### config.mk
export PLATFORM = sky130hd
export DESIGN_NAME = lighting_bus_address_assignment
export DESIGN_NICKNAME = d
export VERILOG_FILES = /design/src/lbaa_pkg.sv /design/src/lighting_bus_address_assignment.sv
export SDC_FILE = /design/constraint.sdc
export NUM_CORES = 1
export LEC_CHECK = 0
export ABC_AREA = 0
export BUFFER_PORTS_ARGS = -buffer_cell sky130_fd_sc_hd__buf_2
export CAP_MARGIN = 10
export CORE_MARGIN = 1.5
export CORE_UTILIZATION = 50
export CTS_CLUSTER_SIZE = 8
export DETAILED_ROUTE_END_ITERATION = 16
export GPL_TIMING_DRIVEN = 0
export HOLD_SLACK_MARGIN = 0.12
export PLACE_DENSITY = 0.7
export SLEW_MARGIN = 30
export SYNTH_ARGS = -nofsm -noshare
export SYNTH_HDL_FRONTEND = slang
export SYNTH_SLANG_ARGS = --single-unit
### constraint.sdc
create_clock -name clk_i -period 4.8 [get_ports clk_i]
set_clock_uncertainty 0.15 [all_clocks]
set_input_delay 0.24 -clock clk_i [delete_from_list [all_inputs] [get_ports clk_i]]
set_output_delay 0.24 -clock clk_i [all_outputs]
set_load 0.02 [all_outputs]
### src/lbaa_pkg.sv
// Package with the command, status and selection codes of the bus addressing block.
`timescale 1ns / 1ps
package lbaa_pkg;

  localparam int unsigned AddrW  = 24;
  localparam int unsigned ByteW  = 8;
  localparam int unsigned LimitW = 7;

  localparam logic [AddrW-1:0] AddrOnes = 24'hFF_FFFF;
  localparam logic [ByteW-1:0] ByteOnes = 8'hFF;

  localparam logic [3:0] CmdTick      = 4'd0;
  localparam logic [3:0] CmdInit      = 4'd1;
  localparam logic [3:0] CmdRandomise = 4'd2;
  localparam logic [3:0] CmdCompare   = 4'd3;
  localparam logic [3:0] CmdWithdraw  = 4'd4;
  localparam logic [3:0] CmdSearchHi  = 4'd5;
  localparam logic [3:0] CmdSearchMid = 4'd6;
  localparam logic [3:0] CmdSearchLo  = 4'd7;
  localparam logic [3:0] CmdProgram   = 4'd8;
  localparam logic [3:0] CmdVerify    = 4'd9;
  localparam logic [3:0] CmdQuery     = 4'd10;
  localparam logic [3:0] CmdPhysSel   = 4'd11;
  localparam logic [3:0] CmdTerminate = 4'd12;
  localparam logic [3:0] CmdReset     = 4'd13;
  localparam logic [3:0] CmdLampOff   = 4'd14;
  localparam logic [3:0] CmdLampOk    = 4'd15;

  localparam logic [2:0] StOk       = 3'd0;
  localparam logic [2:0] StNo       = 3'd1;
  localparam logic [2:0] StBadState = 3'd2;
  localparam logic [2:0] StError    = 3'd3;
  localparam logic [2:0] StNone     = 3'd4;

  localparam logic [1:0] SelNone     = 2'd0;
  localparam logic [1:0] SelSelected = 2'd1;
  localparam logic [1:0] SelPhysical = 2'd2;
  localparam logic [1:0] SelUnused   = 2'd3;

  localparam logic       CfgTimeout = 1'b0;
  localparam logic       CfgLimit   = 1'b1;

endpackage

### src/lighting_bus_address_assignment.sv
// Slave-side random address search session of a lighting control bus.
// Result: an accepted request's status and the new state are registered at the edge that accepts it.
// Throughput: one request per cycle while results are taken; a held result stalls new requests.
// Reset: asynchronous, active low; session closed, addresses all ones,
// short address 0xFF, timeout 900000 ms, short address limit 63.
`timescale 1ns / 1ps
module lighting_bus_address_assignment (
  input  logic        clk_i,
  input  logic        rst_ni,
  input  logic        cfg_we_i,
  input  logic        cfg_index_i,
  input  logic [23:0] cfg_data_i,
  input  logic        in_valid_i,
  output logic        in_ready_o,
  input  logic [3:0]  command_i,
  input  logic [7:0]  data_byte_i,
  input  logic [23:0] random_value_i,
  output logic        out_valid_o,
  input  logic        out_ready_i,
  output logic [2:0]  status_o,
  output logic [7:0]  short_addr_out_o,
  output logic        session_active_o,
  output logic [1:0]  selection_mode_o
);

  logic [lbaa_pkg::AddrW-1:0]  timeout_q;
  logic [lbaa_pkg::LimitW-1:0] limit_q;

  logic                        init_q, init_d;
  logic                        wd_q, wd_d;
  logic [1:0]                  sel_q, sel_d;
  logic [lbaa_pkg::AddrW-1:0]  search_q, search_d;
  logic [lbaa_pkg::AddrW-1:0]  rand_q, rand_d;
  logic [lbaa_pkg::ByteW-1:0]  short_q, short_d;
  logic [lbaa_pkg::AddrW-1:0]  elapsed_q, elapsed_d;

  logic                        out_valid_q;
  logic [2:0]                  status_q, status_d;

  logic                        accept;
  logic [lbaa_pkg::AddrW-1:0]  el_tick;
  logic                        chk;
  logic                        expire;
  logic                        init1, wd1;
  logic [1:0]                  sel1;
  logic [lbaa_pkg::AddrW-1:0]  el1;
  logic                        normal_sel;
  logic                        match;
  logic                        bad_addr;

  assign in_ready_o = !out_valid_q || out_ready_i;
  assign accept     = in_valid_i && in_ready_o;

  always_comb begin
    el_tick = elapsed_q;
    if (command_i == lbaa_pkg::CmdTick && init_q && elapsed_q != lbaa_pkg::AddrOnes) begin
      el_tick = elapsed_q + 24'd1;
    end
    chk = (command_i != lbaa_pkg::CmdTerminate) && (command_i != lbaa_pkg::CmdLampOff) &&
          (command_i != lbaa_pkg::CmdLampOk);
    expire = chk && init_q && (el_tick > timeout_q);
    init1  = expire ? 1'b0 : init_q;
    wd1    = expire ? 1'b0 : wd_q;
    sel1   = expire ? lbaa_pkg::SelNone : sel_q;
    el1    = expire ? '0 : el_tick;
  end

  assign normal_sel = (sel1 == lbaa_pkg::SelNone) || (sel1 == lbaa_pkg::SelSelected);
  assign match      = (search_q == rand_q);
  assign bad_addr   = (data_byte_i != lbaa_pkg::ByteOnes) &&
                      (data_byte_i[7:1] > limit_q);

  always_comb begin
    init_d    = init1;
    wd_d      = wd1;
    sel_d     = sel1;
    elapsed_d = el1;
    search_d  = search_q;
    rand_d    = rand_q;
    short_d   = short_q;
    status_d  = lbaa_pkg::StNone;
    case (command_i)
      lbaa_pkg::CmdInit: begin
        if (!init1) begin
          init_d    = 1'b1;
          elapsed_d = '0;
          status_d  = lbaa_pkg::StOk;
        end else begin
          status_d  = lbaa_pkg::StBadState;
        end
      end
      lbaa_pkg::CmdRandomise: begin
        rand_d   = random_value_i;
        status_d = lbaa_pkg::StOk;
      end
      lbaa_pkg::CmdCompare: begin
        if (!init1 || !normal_sel) begin
          status_d = lbaa_pkg::StBadState;
        end else if (wd1) begin
          status_d = lbaa_pkg::StNo;
        end else begin
          status_d = (rand_q <= search_q) ? lbaa_pkg::StOk : lbaa_pkg::StNo;
        end
      end
      lbaa_pkg::CmdWithdraw: begin
        if (!init1 || !normal_sel) begin
          status_d = lbaa_pkg::StBadState;
        end else begin
          if (match) begin
            wd_d = 1'b1;
          end
          status_d = lbaa_pkg::StOk;
        end
      end
      lbaa_pkg::CmdSearchHi: begin
        if (init1) begin
          search_d[23:16] = data_byte_i;
          status_d        = lbaa_pkg::StOk;
        end else begin
          status_d        = lbaa_pkg::StBadState;
        end
      end
      lbaa_pkg::CmdSearchMid: begin
        if (init1) begin
          search_d[15:8] = data_byte_i;
          status_d       = lbaa_pkg::StOk;
        end else begin
          status_d       = lbaa_pkg::StBadState;
        end
      end
      lbaa_pkg::CmdSearchLo: begin
        if (init1) begin
          search_d[7:0] = data_byte_i;
          status_d      = lbaa_pkg::StOk;
        end else begin
          status_d      = lbaa_pkg::StBadState;
        end
      end
      lbaa_pkg::CmdProgram: begin
        if (bad_addr) begin
          status_d = lbaa_pkg::StError;
        end else if (!init1) begin
          status_d = lbaa_pkg::StBadState;
        end else if (normal_sel) begin
          if (match) begin
            short_d = data_byte_i;
          end
          status_d = lbaa_pkg::StOk;
        end else if (sel1 == lbaa_pkg::SelPhysical) begin
          short_d  = data_byte_i;
          status_d = lbaa_pkg::StOk;
        end else begin
          status_d = lbaa_pkg::StBadState;
        end
      end
      lbaa_pkg::CmdVerify: begin
        if (init1) begin
          status_d = (short_q == data_byte_i) ? lbaa_pkg::StOk : lbaa_pkg::StNo;
        end else begin
          status_d = lbaa_pkg::StBadState;
        end
      end
      lbaa_pkg::CmdQuery: begin
        if (!init1) begin
          status_d = lbaa_pkg::StBadState;
        end else if (normal_sel) begin
          status_d = match ? lbaa_pkg::StOk : lbaa_pkg::StNo;
        end else if (sel1 == lbaa_pkg::SelPhysical) begin
          status_d = lbaa_pkg::StOk;
        end else begin
          status_d = lbaa_pkg::StBadState;
        end
      end
      lbaa_pkg::CmdPhysSel: begin
        if (init1) begin
          sel_d    = (sel1 == lbaa_pkg::SelSelected) ? lbaa_pkg::SelNone
                                                     : lbaa_pkg::SelSelected;
          status_d = lbaa_pkg::StOk;
        end else begin
          status_d = lbaa_pkg::StBadState;
        end
      end
      lbaa_pkg::CmdTerminate: begin
        if (init1) begin
          init_d    = 1'b0;
          wd_d      = 1'b0;
          sel_d     = lbaa_pkg::SelNone;
          elapsed_d = '0;
          status_d  = lbaa_pkg::StOk;
        end else begin
          status_d  = lbaa_pkg::StBadState;
        end
      end
      lbaa_pkg::CmdReset: begin
        sel_d = lbaa_pkg::SelNone;
        wd_d  = 1'b0;
      end
      lbaa_pkg::CmdLampOff: begin
        if (sel1 == lbaa_pkg::SelSelected) begin
          sel_d = lbaa_pkg::SelPhysical;
        end
      end
      lbaa_pkg::CmdLampOk: begin
        if (sel1 == lbaa_pkg::SelPhysical) begin
          sel_d = lbaa_pkg::SelSelected;
        end
      end
      default: begin
      end
    endcase
  end

  always_ff @(posedge clk_i or negedge rst_ni) begin
    if (!rst_ni) begin
      timeout_q <= 24'd900000;
      limit_q   <= 7'd63;
    end else if (cfg_we_i) begin
      case (cfg_index_i)
        lbaa_pkg::CfgTimeout: timeout_q <= cfg_data_i;
        lbaa_pkg::CfgLimit:   limit_q   <= cfg_data_i[lbaa_pkg::LimitW-1:0];
        default: begin
        end
      endcase
    end
  end

  always_ff @(posedge clk_i or negedge rst_ni) begin
    if (!rst_ni) begin
      init_q    <= 1'b0;
      wd_q      <= 1'b0;
      sel_q     <= lbaa_pkg::SelNone;
      search_q  <= lbaa_pkg::AddrOnes;
      rand_q    <= lbaa_pkg::AddrOnes;
      short_q   <= lbaa_pkg::ByteOnes;
      elapsed_q <= '0;
    end else if (accept) begin
      init_q    <= init_d;
      wd_q      <= wd_d;
      sel_q     <= sel_d;
      search_q  <= search_d;
      rand_q    <= rand_d;
      short_q   <= short_d;
      elapsed_q <= elapsed_d;
    end
  end

  always_ff @(posedge clk_i or negedge rst_ni) begin
    if (!rst_ni) begin
      out_valid_q <= 1'b0;
    end else if (in_ready_o) begin
      out_valid_q <= in_valid_i;
    end
  end

  always_ff @(posedge clk_i) begin
    if (accept) begin
      status_q <= status_d;
    end
  end

  assign out_valid_o      = out_valid_q;
  assign status_o         = status_q;
  assign short_addr_out_o = short_q;
  assign session_active_o = init_q;
  assign selection_mode_o = sel_q;

  a_idle_counter : assert property (@(posedge clk_i) disable iff (!rst_ni)
    !init_q |-> elapsed_q == '0)
    else $error("elapsed counter running outside a session");

  a_idle_flags : assert property (@(posedge clk_i) disable iff (!rst_ni)
    !init_q |-> (!wd_q && sel_q == lbaa_pkg::SelNone))
    else $error("withdraw or selection held outside a session");

  a_sel_code : assert property (@(posedge clk_i) disable iff (!rst_ni)
    sel_q != lbaa_pkg::SelUnused)
    else $error("unused selection code reached");

  a_result : assert property (@(posedge clk_i) disable iff (!rst_ni)
    accept |=> out_valid_q)
    else $error("accepted request produced no result");

endmodule

==> run metrics, run 1 <==
CP top delay family=simple AND/OR/NAND/NOR gates; PortBufs=80; CTS max path bufs=2; Core Util, Final=65.3%; Yosys cell types=65; Pre-antenna DRT Iters=5; CTS Buf Count=17; Post-Syn Area=7240 µm²; Worst setup SP type=flop; Vias=6,129; Crit path required time=4990 ps; H-tree depth=4; Crit path largest cell delay=470 ps; Avg Cell Area, Syn=10.0 µm²; Ports=82; GRT Total Usage=26.6%; net count after synthesis=842; initial antenna violation count=0; latest clock arrival within the worst-skew pair=420 ps; CP max FO=8; die width=123 µm; RSZ-0062 raised after global routing=false; Worst setup EP type=flop; HP Class=in2reg; setup TNS=0 ps; Syn Inst Count=720; Tcrit/Tclk final=93.2%; DRC=0; PD cells=391 nW/µm²; Slew HR=45.8%; Worst Path Arrival=4660 ps; Design Power=3.57 mW; GPL Wtd Cong=0.897; worst reg-to-reg path cell count=17; antenna viol nets, final=0; die height=123 µm; WP buf/inv=2; largest net degree at the start of global routing=64; Max Clk Rate=224 MHz; Async SR Flop Fraction=97.5%; Hold Crit Depth=4; CTS tree=done; DP Area=7900 µm²; Worst-Margin Slew=793 ps; final hold violations=0; vias in the first global route=6,320; Tmin final=4470 ps; grt total ovfl=0; clk root buf=clkbuf_16; row count=43; initial core utilization=51.7%; NumNets Final=1,006; final instance area=9130 µm²; status=finished clean; Peak VDD IR=259 µV; CTS Sinks=119; first-pass GRT wire length=30,800 µm; Slew Limit Fails=0; crit-path cells=ha_1 > and3_1 > and4_4 > a211oi_4 > and3_1 > buf_6 > nand3_4 > xnor2_1 > ha_1 > nand4_1 > nor4_4 > o311ai_2 > nand3_1 > nand2b_1 > and3_1 > buf_2 > mux2_1; main flop type after synthesis=dfstp_2; Die ar.=15,200 µm²; EDFF count, synth=3; HPWL Detailed=13,300 µm; Top cell by count, worst path=and3_1; share of layout cells above drive strength 1=29.1%; FILL cells=1,101; Leak=4.13 nW; Yosys reg bits=119; CP max-delay cell=nor4_4; CP Depth=17; Layout area overhead=26.2%; register area share after synthesis=42.6%; WL final=19,100 µm; Clock Pin Slew Worst Setup and Hold Paths=60 ps; Final setup viols=0; vias per cell=5.69; Setup CP Type=reg2reg; core area=14,000 µm²; DR WL/cell=17.8 µm; YS warnings=0; n_diodes=0; max-cap viol count=0; Initial DRC Count=362
-- tightest hold or removal path, delay by kind of cell --
kind | cells | cell delay (ps)
compound gates | 1 | 80
simple gates | 2 | 150
buf+inv | 1 | 200
-- where the power goes --
| group | leakage (nW) | internal [mW] | switching [mW] |
|---|---|---|---|
| Sequential | 1.35 | 1.29 | 0.108 |
| Clock | 0.285 | 0.745 | 0.496 |
| Combinational | 2.49 | 0.407 | 0.525 |
-- layer usage --
metal  track usage (%)  part of all wire (%)  vias up  wire length, µm
met5                 0                     0        -                0
met4              10.1                   2.4        0              451
met2              47.8                    51      182             9820
met1              30.9                    42     3000             8070
li1                  -                     -     2908                -
met3              5.95                   4.2       39              810
-- layout by cell type, fill, tap and decap left out, types with 5 or more instances in the layout --
cell type,instances
a21o_1,8
a21oi_1,25
and3_1,11
buf_2,90
clkbuf_1,13
clkbuf_16,17
dfrtp_1,43
dfstp_2,73
dlygate4sd3_1,60
ha_1,56
inv_1,66
mux2_1,21
mux2_2,41
nand2_1,59
nand2b_1,9
nand3_1,23
nand4_1,20
nor2_1,18
nor3_1,23
nor3b_1,12
o211ai_1,5
o21ai_0,39
o21ai_1,22
o31ai_1,14
xnor2_1,14
xor2_1,17
-- cell type report --
cell class | count | area (µm²) | share of cell area [%]
Clock buffer | 19 | 453 | 4.96
Timing Repair Buffer | 145 | 1070 | 11.7
Tap cell | 180 | 225 | 2.47
Inverter | 67 | 251 | 2.75
Clock inverter | 13 | 120 | 1.32
Multi-Input combinational cell | 503 | 3770 | 41.3
Buffer | 31 | 155 | 1.70
Sequential cell | 119 | 3080 | 33.8
-- cell usage after synthesis, types with 2 or more instances --
master / instances / share of area, %
nor2b_1: 4 / 0.35
and4_1: 4 / 0.48
buf_2: 11 / 0.76
and3_1: 11 / 0.95
a21oi_1: 25 / 1.7
a2111oi_0: 2 / 0.24
and2_1: 2 / 0.17
nor3b_1: 12 / 1.2
o41ai_1: 4 / 0.48
edfxtp_1: 3 / 1.2
o21ai_1: 22 / 1.5
dfstp_2: 73 / 27
dfrtp_1: 43 / 15
buf_1: 2 / 0.10
o21ai_0: 39 / 2.7
buf_6: 3 / 0.47
nor2_1: 18 / 0.93
clkbuf_1: 15 / 0.78
o211ai_1: 5 / 0.52
a31oi_1: 2 / 0.17
mux2_1: 21 / 3.3
nand2b_1: 9 / 0.78
nand4_1: 20 / 1.7
mux2i_1: 4 / 0.55
o21a_1: 2 / 0.21
inv_1: 66 / 3.4
nor4_1: 3 / 0.26
or3_1: 3 / 0.26
o221ai_1: 3 / 0.36
nor3_1: 23 / 1.6
a22oi_1: 4 / 0.42
a21o_1: 8 / 0.83
mux2_2: 41 / 6.4
nor4_2: 2 / 0.35
ha_1: 56 / 9.7
xnor2_1: 14 / 1.7
o31ai_1: 14 / 1.5
and4_4: 2 / 0.31
nand3_1: 23 / 1.6
nand2_1: 59 / 3.1
o22ai_1: 3 / 0.26
xor2_1: 17 / 2.1
-- through the flow --
step           cells  setup WS (ps)  hold WS, ps
2_1_floorplan    720            892         -206
3_3_place_gp     980          -67.6          293
3_5_place_dp     981           8.70         70.8
4_1_cts         1073           95.4          135
5_1_grt         1077           93.9          163
6_report        1077            326          147
-- logic make-up after synthesis --
group	share of synthesized area, %
multiplexers	10.2
flip-flops	42.6
AND/OR/NAND/NOR	15.4
AO/OA/AOI/OAI	12.7
XOR/XNOR	3.75
buffers and inverters	5.59
adder cells (fa/ha/maj)	9.82
-- worst paths after layout --
path | start | end | slack, ps
max | elapsed_q[0]$_DFFE_PN0P_ | search_q[4]$_DFFE_PN1P_ | 330
min | command_i[2] | session_active_o$_DFFE_PN0P_ | 150
max reg2reg | elapsed_q[0]$_DFFE_PN0P_ | search_q[4]$_DFFE_PN1P_ | 330
min reg2reg | search_q[17]$_DFFE_PN1P_ | search_q[17]$_DFFE_PN1P_ | 350
max in group asynchronous | rst_ni | timeout_q[13]$_DFFE_PN1P_ | 3600
min in group asynchronous | rst_ni | limit_q[6]$_DFFE_PN0P_ | 220
-- registers in the layout, indices dropped and copies added (netlist names) --
| register | cells |
|---|---|
| rand_q | 24 |
| wd_q | 1 |
| short_addr_out_o | 8 |
| status_o | 3 |
| session_active_o | 1 |
| selection_mode_o | 2 |
| limit_q | 7 |
| elapsed_q | 24 |
| out_valid_o | 1 |
| timeout_q | 24 |
| search_q | 24 |
-- what timing repair did --
action	in CTS	in global routing
gates cloned	0	0
buffers inserted	0	4
endpoints found under the hold margin	174	0
pin swaps	0	2
setup endpoints to repair	11	57
gates resized for setup	1	6
hold buffers	60	0
(Power assumes the default switching activity.)
==> run 2: changes to the inputs <==
BUFFER_PORTS_ARGS = -buffer_cell sky130_fd_sc_hd__buf_4   (was -buffer_cell sky130_fd_sc_hd__buf_2)
==> run 2 against run 1 <==
  * Die area stayed put
  * Routed wire length up 0.38%
  * Combinational power rose by 3.0%
  * Critical endpoint is now search_q[12]$_DFFE_PN1P_
  * Sequential power is essentially flat
  * Highest routed layer unchanged
  * Maximum frequency fell by 1.2%
  * Utilization is 1.0 points higher
==> run metrics, run 2 (synthesis gave the netlist of run 1 again) <==
status=finished clean; FILL cells=1,076 (-2.3%); Worst setup EP type=flop; PD cells=379 nW/µm² (-3.2%); R2R setup slack=310 ps (-20 ps); r2r startpoint=elapsed_q[0]$_DFFE_PN0P_; NumNets Final=1,004 (-0.20%); initial antenna violation count=0 (unchanged); Initial DRC Count=423 (+17%); largest net degree at the start of global routing=88 (+38%); WL final=19,200 µm (+0.38%); Crit path largest cell delay=630 ps (+160 ps); GPL Wtd Cong=0.895 (-0.12%); Peak VDD IR=262 µV (+1.4%); vias per cell=5.65 (-0.66%); CP max-delay cell=nor4_2; initial core utilization=51.7% (unchanged); Setup CP Type=in2reg; Leak=4.17 nW (+1.2%); core area=14,000 µm² (unchanged); Final setup viols=0 (unchanged); die width=123 µm (unchanged); HPWL Detailed=13,600 µm (+1.6%); Cell Int Power=2.41 mW (-1.4%); PortBufs=80 (unchanged); RSZ-0062 raised after global routing=false; share of layout cells above drive strength 1=28.8% (-0.27 points); Crit path required time=4990 ps (about the same); Post-Place Worst Slack=-11.4 ps (-20.1 ps); most frequent cells in the layout=buf_4 (80), dfstp_2 (73), inv_1 (66), dlygate4sd3_1 (60), nand2_1 (59); Layout area overhead=28.2%; Reg power frac=39.9% (+0.7 points); first-pass GRT wire length=31,400 µm (+2.0%); switching portion of total power=31.4% (-0.19 points); Die ar.=15,200 µm² (unchanged); crit-path cells=dlygate4sd3_1 > buf_4 > nor2_4 > nand3_1 > nor4_2 > and3_1 > xor2_1 > ha_1 > nand4_1 > nor4_4 > o311ai_1 > nand3_1 > nand2b_1 > and3_1 > buf_2 > mux2_1; Slew HR=45.6% (-0.13 points); most common cell after layout, fill and taps aside=buf_4; DP Area=8100 µm² (+2.5%); HP Class=in2async; Pre-antenna DRT Iters=6 (+1); final instance area=9270 µm² (+1.6%); DRC=0 (unchanged); Worst setup SP type=input port; latest clock arrival within the worst-skew pair=420 ps (about the same); final hold violations=0 (unchanged); worst reg-to-reg path cell count=15 (-2); GRT Total Usage=27.0% (+0.42 points); Slew Limit Fails=0 (unchanged); worst hold slack=124 ps (-23.3 ps); Vias=6,077 (-0.85%); combinational share of power=27.3% (+1.2 points); n_diodes=0 (unchanged); Worst Path Arrival=4720 ps (+60 ps); Core Util, Final=66.3% (+1.0 points); Worst-Margin Slew=795 ps (+1.91 ps); H-tree depth=4 (unchanged); CP max FO=8 (unchanged); grt total ovfl=0 (unchanged); CTS max path bufs=2 (unchanged); post-route setup slack=273 ps (-53.0 ps); DR WL/cell=17.9 µm (+0.57%); NetSw=1.10 mW (-2.2%); Design Power=3.52 mW (-1.6%); Tcrit/Tclk final=94.3% (+1.1 points); antenna viol nets, final=0 (unchanged); Ports=82 (unchanged); CTS Buf Count=17 (unchanged); Tmin final=4530 ps (+53.0 ps); clk root buf=clkbuf_16; max-cap viol count=0 (unchanged); worst reg2reg endpoint=search_q[12]$_DFFE_PN1P_; CTS Sinks=119 (unchanged); clock group share of total power=32.8% (-1.9 points); Max Clk Rate=221 MHz (-1.2%); die height=123 µm (unchanged); row count=43 (unchanged); CTS tree=done; vias in the first global route=6,314 (-0.095%); Clock Pin Slew Worst Setup and Hold Paths=60 ps (about the same)
==> run 2: cell types whose count changed in the layout (fill, tap and decap cells not counted), moves of 2 or more <==
cell	delta
buf_4	+76
clkinv_4	-3
buf_2	-79
inv_6	-2
clkinv_2	+3
==> run 2: worst max-delay path by stage <==
stage	start	end	slack, ps
after floorplan	elapsed_q[0]$_DFFE_PN0P_	status_o[1]$_DFFE_PP_	890
after global placement	elapsed_q[0]$_DFFE_PN0P_	status_o[1]$_DFFE_PP_	-70
after detailed placement	elapsed_q[0]$_DFFE_PN0P_	status_o[1]$_DFFE_PP_	-10
after CTS	elapsed_q[0]$_DFFE_PN0P_	search_q[19]$_DFFE_PN1P_	20
after global routing	command_i[3]	search_q[16]$_DFFE_PN1P_	40
final	command_i[3]	search_q[12]$_DFFE_PN1P_	270
==> run 2: metal layers <==
layer	share of wire, %	GRT usage [%]	wire length (µm)
met1	42	32.8	8100
met2	51	47.3	9900
met3	4.2	5.35	808
met4	2.1	10.3	410
met5	0	0	0
==> run 2: through the flow <==
stage                     TNS, ps  instances
after floorplan                 0        720
after global placement      -66.4        980
after detailed placement    -11.4        981
after CTS                       0       1074
after global routing            0       1075
final                           0       1075
==> run 2: cell type report <==
type                       count  area (µm²)  area share [%]
sequential                   119        3080            33.3
clock buffer                  20         457            4.92
clock inverter                12        75.1           0.809
multi-input combinational    503        3760            40.6
timing repair buffer         143        1260            13.6
inverter                      67         251            2.71
buffer                        31         155            1.67
tap                          180         225            2.43
==> run 2: critical path: cells and delay by family <==
| kind | cells | cell delay (ps) |
|---|---|---|
| adders and majority gates | 1 | 320 |
| muxes | 1 | 340 |
| buffers and inverters | 3 | 870 |
| AOI/OAI and AO/OA | 1 | 280 |
| and+or+nand+nor | 9 | 2570 |
| xor gates and xnor gates | 1 | 90 |
==> run 2: power by group through the flow <==
stage | registers, mW | clock network, mW | logic (mW)
floorplan | 1.41 | 0 | 0.577
global placement | 1.41 | 0 | 0.862
detailed placement | 1.41 | 0 | 0.910
CTS | 1.40 | 1.17 | 0.956
global route | 1.42 | 1.21 | 1.08
finish | 1.40 | 1.15 | 0.961
==> run 2: timing repair <==
item                                    CTS  global route
endpoints found under the setup margin   11            62
pin swaps                                 1             1
setup buffers                             1             1
hold buffers                             60             0
endpoints found under the hold margin   158             0
resized for setup                         2             2
==> run 3: changes to the inputs <==
REMOVE_ABC_BUFFERS = 1   (was unset)
==> run 3 against run 2 <==
  * Critical path depth shrank 1
  * Utilization is 0.60 points higher
  * First-iteration DRC count up 8.7%
  * Maximum frequency fell by 2.1%
  * Count of clock-buffer cells in the layout increased by 1
  * Combinational power fell by 3.4%
==> run metrics, run 3 (synthesis gave the netlist of run 1 again) <==
Ports=82 (unchanged); Worst setup EP type=flop; CTS max path bufs=2 (unchanged); CTS Sinks=119 (unchanged); Pre-antenna DRT Iters=5 (-1); Worst Path Arrival=4820 ps (+100 ps); row count=43 (unchanged); RSZ-0062 raised after global routing=false; Max Clk Rate=216 MHz (-2.1%); Setup CP Type=reg2reg; GRT Total Usage=25.2% (-1.8 points); switching portion of total power=30.8% (-0.60 points); crit-path cells=ha_1 > and3_1 > and4_4 > a211oi_4 > and3_1 > nand3_4 > xnor2_1 > ha_1 > nand4_1 > nor4_2 > o311ai_1 > nand3_1 > nand2b_2 > and3_2 > mux2_1; Slew Limit Fails=0 (unchanged); NetSw=1.08 mW (-1.8%); GPL Wtd Cong=0.831 (-7.1%); die width=123 µm (unchanged); setup TNS=0 ps (unchanged); Slew HR=38.7% (-6.9 points); initial antenna violation count=0 (unchanged); Cell Int Power=2.44 mW (+1.0%); Crit path required time=4990 ps (about the same); Final setup viols=0 (unchanged); core area=14,000 µm² (unchanged); final hold violations=0 (unchanged); Design Power=3.52 mW (+0.13%); WL final=18,000 µm (-6.3%); CTS Buf Count=17 (unchanged); CP max FO=15 (+7); HPWL Detailed=12,000 µm (-11%); Layout area overhead=29.3%; clock group share of total power=33.2% (+0.4 points); Die ar.=15,200 µm² (unchanged); DR WL/cell=16.9 µm (-5.4%); initial core utilization=51.7% (unchanged); status=finished clean; antenna viol nets, final=0 (unchanged); n_diodes=0 (unchanged); CTS tree=done; Post-Place Worst Slack=-497 ps (-486 ps); latest clock arrival within the worst-skew pair=420 ps (about the same); H-tree depth=4 (unchanged); die height=123 µm (unchanged); largest net degree at the start of global routing=82 (-6.8%); vias in the first global route=5,997 (-5.0%); Tcrit/Tclk final=96.3% (+2.0 points); CP max-delay cell=nor4_2; max-cap viol count=0 (unchanged); DRC=0 (unchanged); worst hold slack=143 ps (+19.0 ps); vias per cell=5.61 (-0.69%); Vias=5,979 (-1.6%); share of layout cells above drive strength 1=29.3% (+0.44 points); Clock Pin Slew Worst Setup and Hold Paths=50 ps (about the same); PD cells=376 nW/µm² (-0.77%); NumNets Final=994 (-1.0%); most common cell after layout, fill and taps aside=buf_4; Crit path largest cell delay=470 ps (-160 ps); PortBufs=81 (+1.3%); Tmin final=4620 ps (+97.8 ps); combinational share of power=26.4% (-0.9 points); DP Area=8040 µm² (-0.73%); Worst-Margin Slew=896 ps (+101 ps); first-pass GRT wire length=29,400 µm (-6.3%); Initial DRC Count=460 (+8.7%); grt total ovfl=0 (unchanged); final instance area=9360 µm² (+0.90%); most frequent cells in the layout=buf_4 (87), dfstp_2 (73), dlygate4sd3_1 (71), inv_1 (66), nand2_1 (58); HP Class=in2reg; clk root buf=clkbuf_16; post-route setup slack=175 ps (-97.8 ps); Worst setup SP type=flop; Leak=4.18 nW (+0.11%); Reg power frac=40.4% (+0.5 points); Peak VDD IR=273 µV (+3.9%)
[run 3: worst paths after layout]
| check | slack [ps] | cells past startpoint | endpoint | from |
|---|---|---|---|---|
| max in group asynchronous | 3640 | 3 | timeout_q[13]$_DFFE_PN1P_ | rst_ni |
| worst max register to register | 180 | 15 | search_q[10]$_DFFE_PN1P_ | elapsed_q[0]$_DFFE_PN0P_ |
| min in group asynchronous | 150 | 2 | limit_q[6]$_DFFE_PN0P_ | rst_ni |
| worst min register to register | 350 | 2 | search_q[17]$_DFFE_PN1P_ | search_q[17]$_DFFE_PN1P_ |
| worst min-delay path | 140 | 4 | session_active_o$_DFFE_PN0P_ | command_i[1] |
| worst max-delay path | 180 | 15 | search_q[10]$_DFFE_PN1P_ | elapsed_q[0]$_DFFE_PN0P_ |
[run 3: what timing repair did]
| item | in CTS | in global routing |
|---|---|---|
| buffers inserted | 6 | 0 |
| hold buffers | 71 | 0 |
| pin swaps | 4 | 0 |
| gates resized for setup | 2 | 4 |
| hold endpoints to repair | 156 | 0 |
| setup endpoints to repair | 57 | 17 |
[run 3: stage by stage]
step / util (%) / instances
3_5_place_dp: 57.5 / 956
5_1_grt: 66.9 / 1065
2_1_floorplan: - / 689
3_3_place_gp: 56.6 / 950
6_report: 66.9 / 1065
4_1_cts: 66.8 / 1065
[run 3: power groups by stage]
stage	logic [mW]	registers, mW	clock network, mW
2_1_floorplan	0.549	1.43	0
3_3_place_gp	0.812	1.42	0
3_5_place_dp	0.868	1.43	0
4_1_cts	0.928	1.42	1.19
5_1_grt	1.04	1.45	1.24
6_report	0.928	1.42	1.17
[run 3: cell type report]
type	count	area, µm²
Tap cell	180	225
Clock buffer	21	472
Timing Repair Buffer	164	1470
Clock inverter	11	71.3
Sequential cell	119	3080
Inverter	67	251
Fill cell	1048	4630
Multi-Input combinational cell	503	3790
[run 3: worst max-delay path, delay by kind of cell (launching register included)]
| family | cells | cell delay, ps |
|---|---|---|
| DFF | 1 | 430 |
| xor gates and xnor gates | 1 | 160 |
| muxes | 1 | 350 |
| AOI/OAI and AO/OA | 2 | 560 |
| and+or+nand+nor | 9 | 2300 |
| adders and majority gates | 2 | 570 |
[run 3: metal layers]
metal	track usage (%)	share of wire, %
met1	31.4	43
met2	44.3	52
met3	4.38	3.9
met4	8.62	1.8
met5	0	0
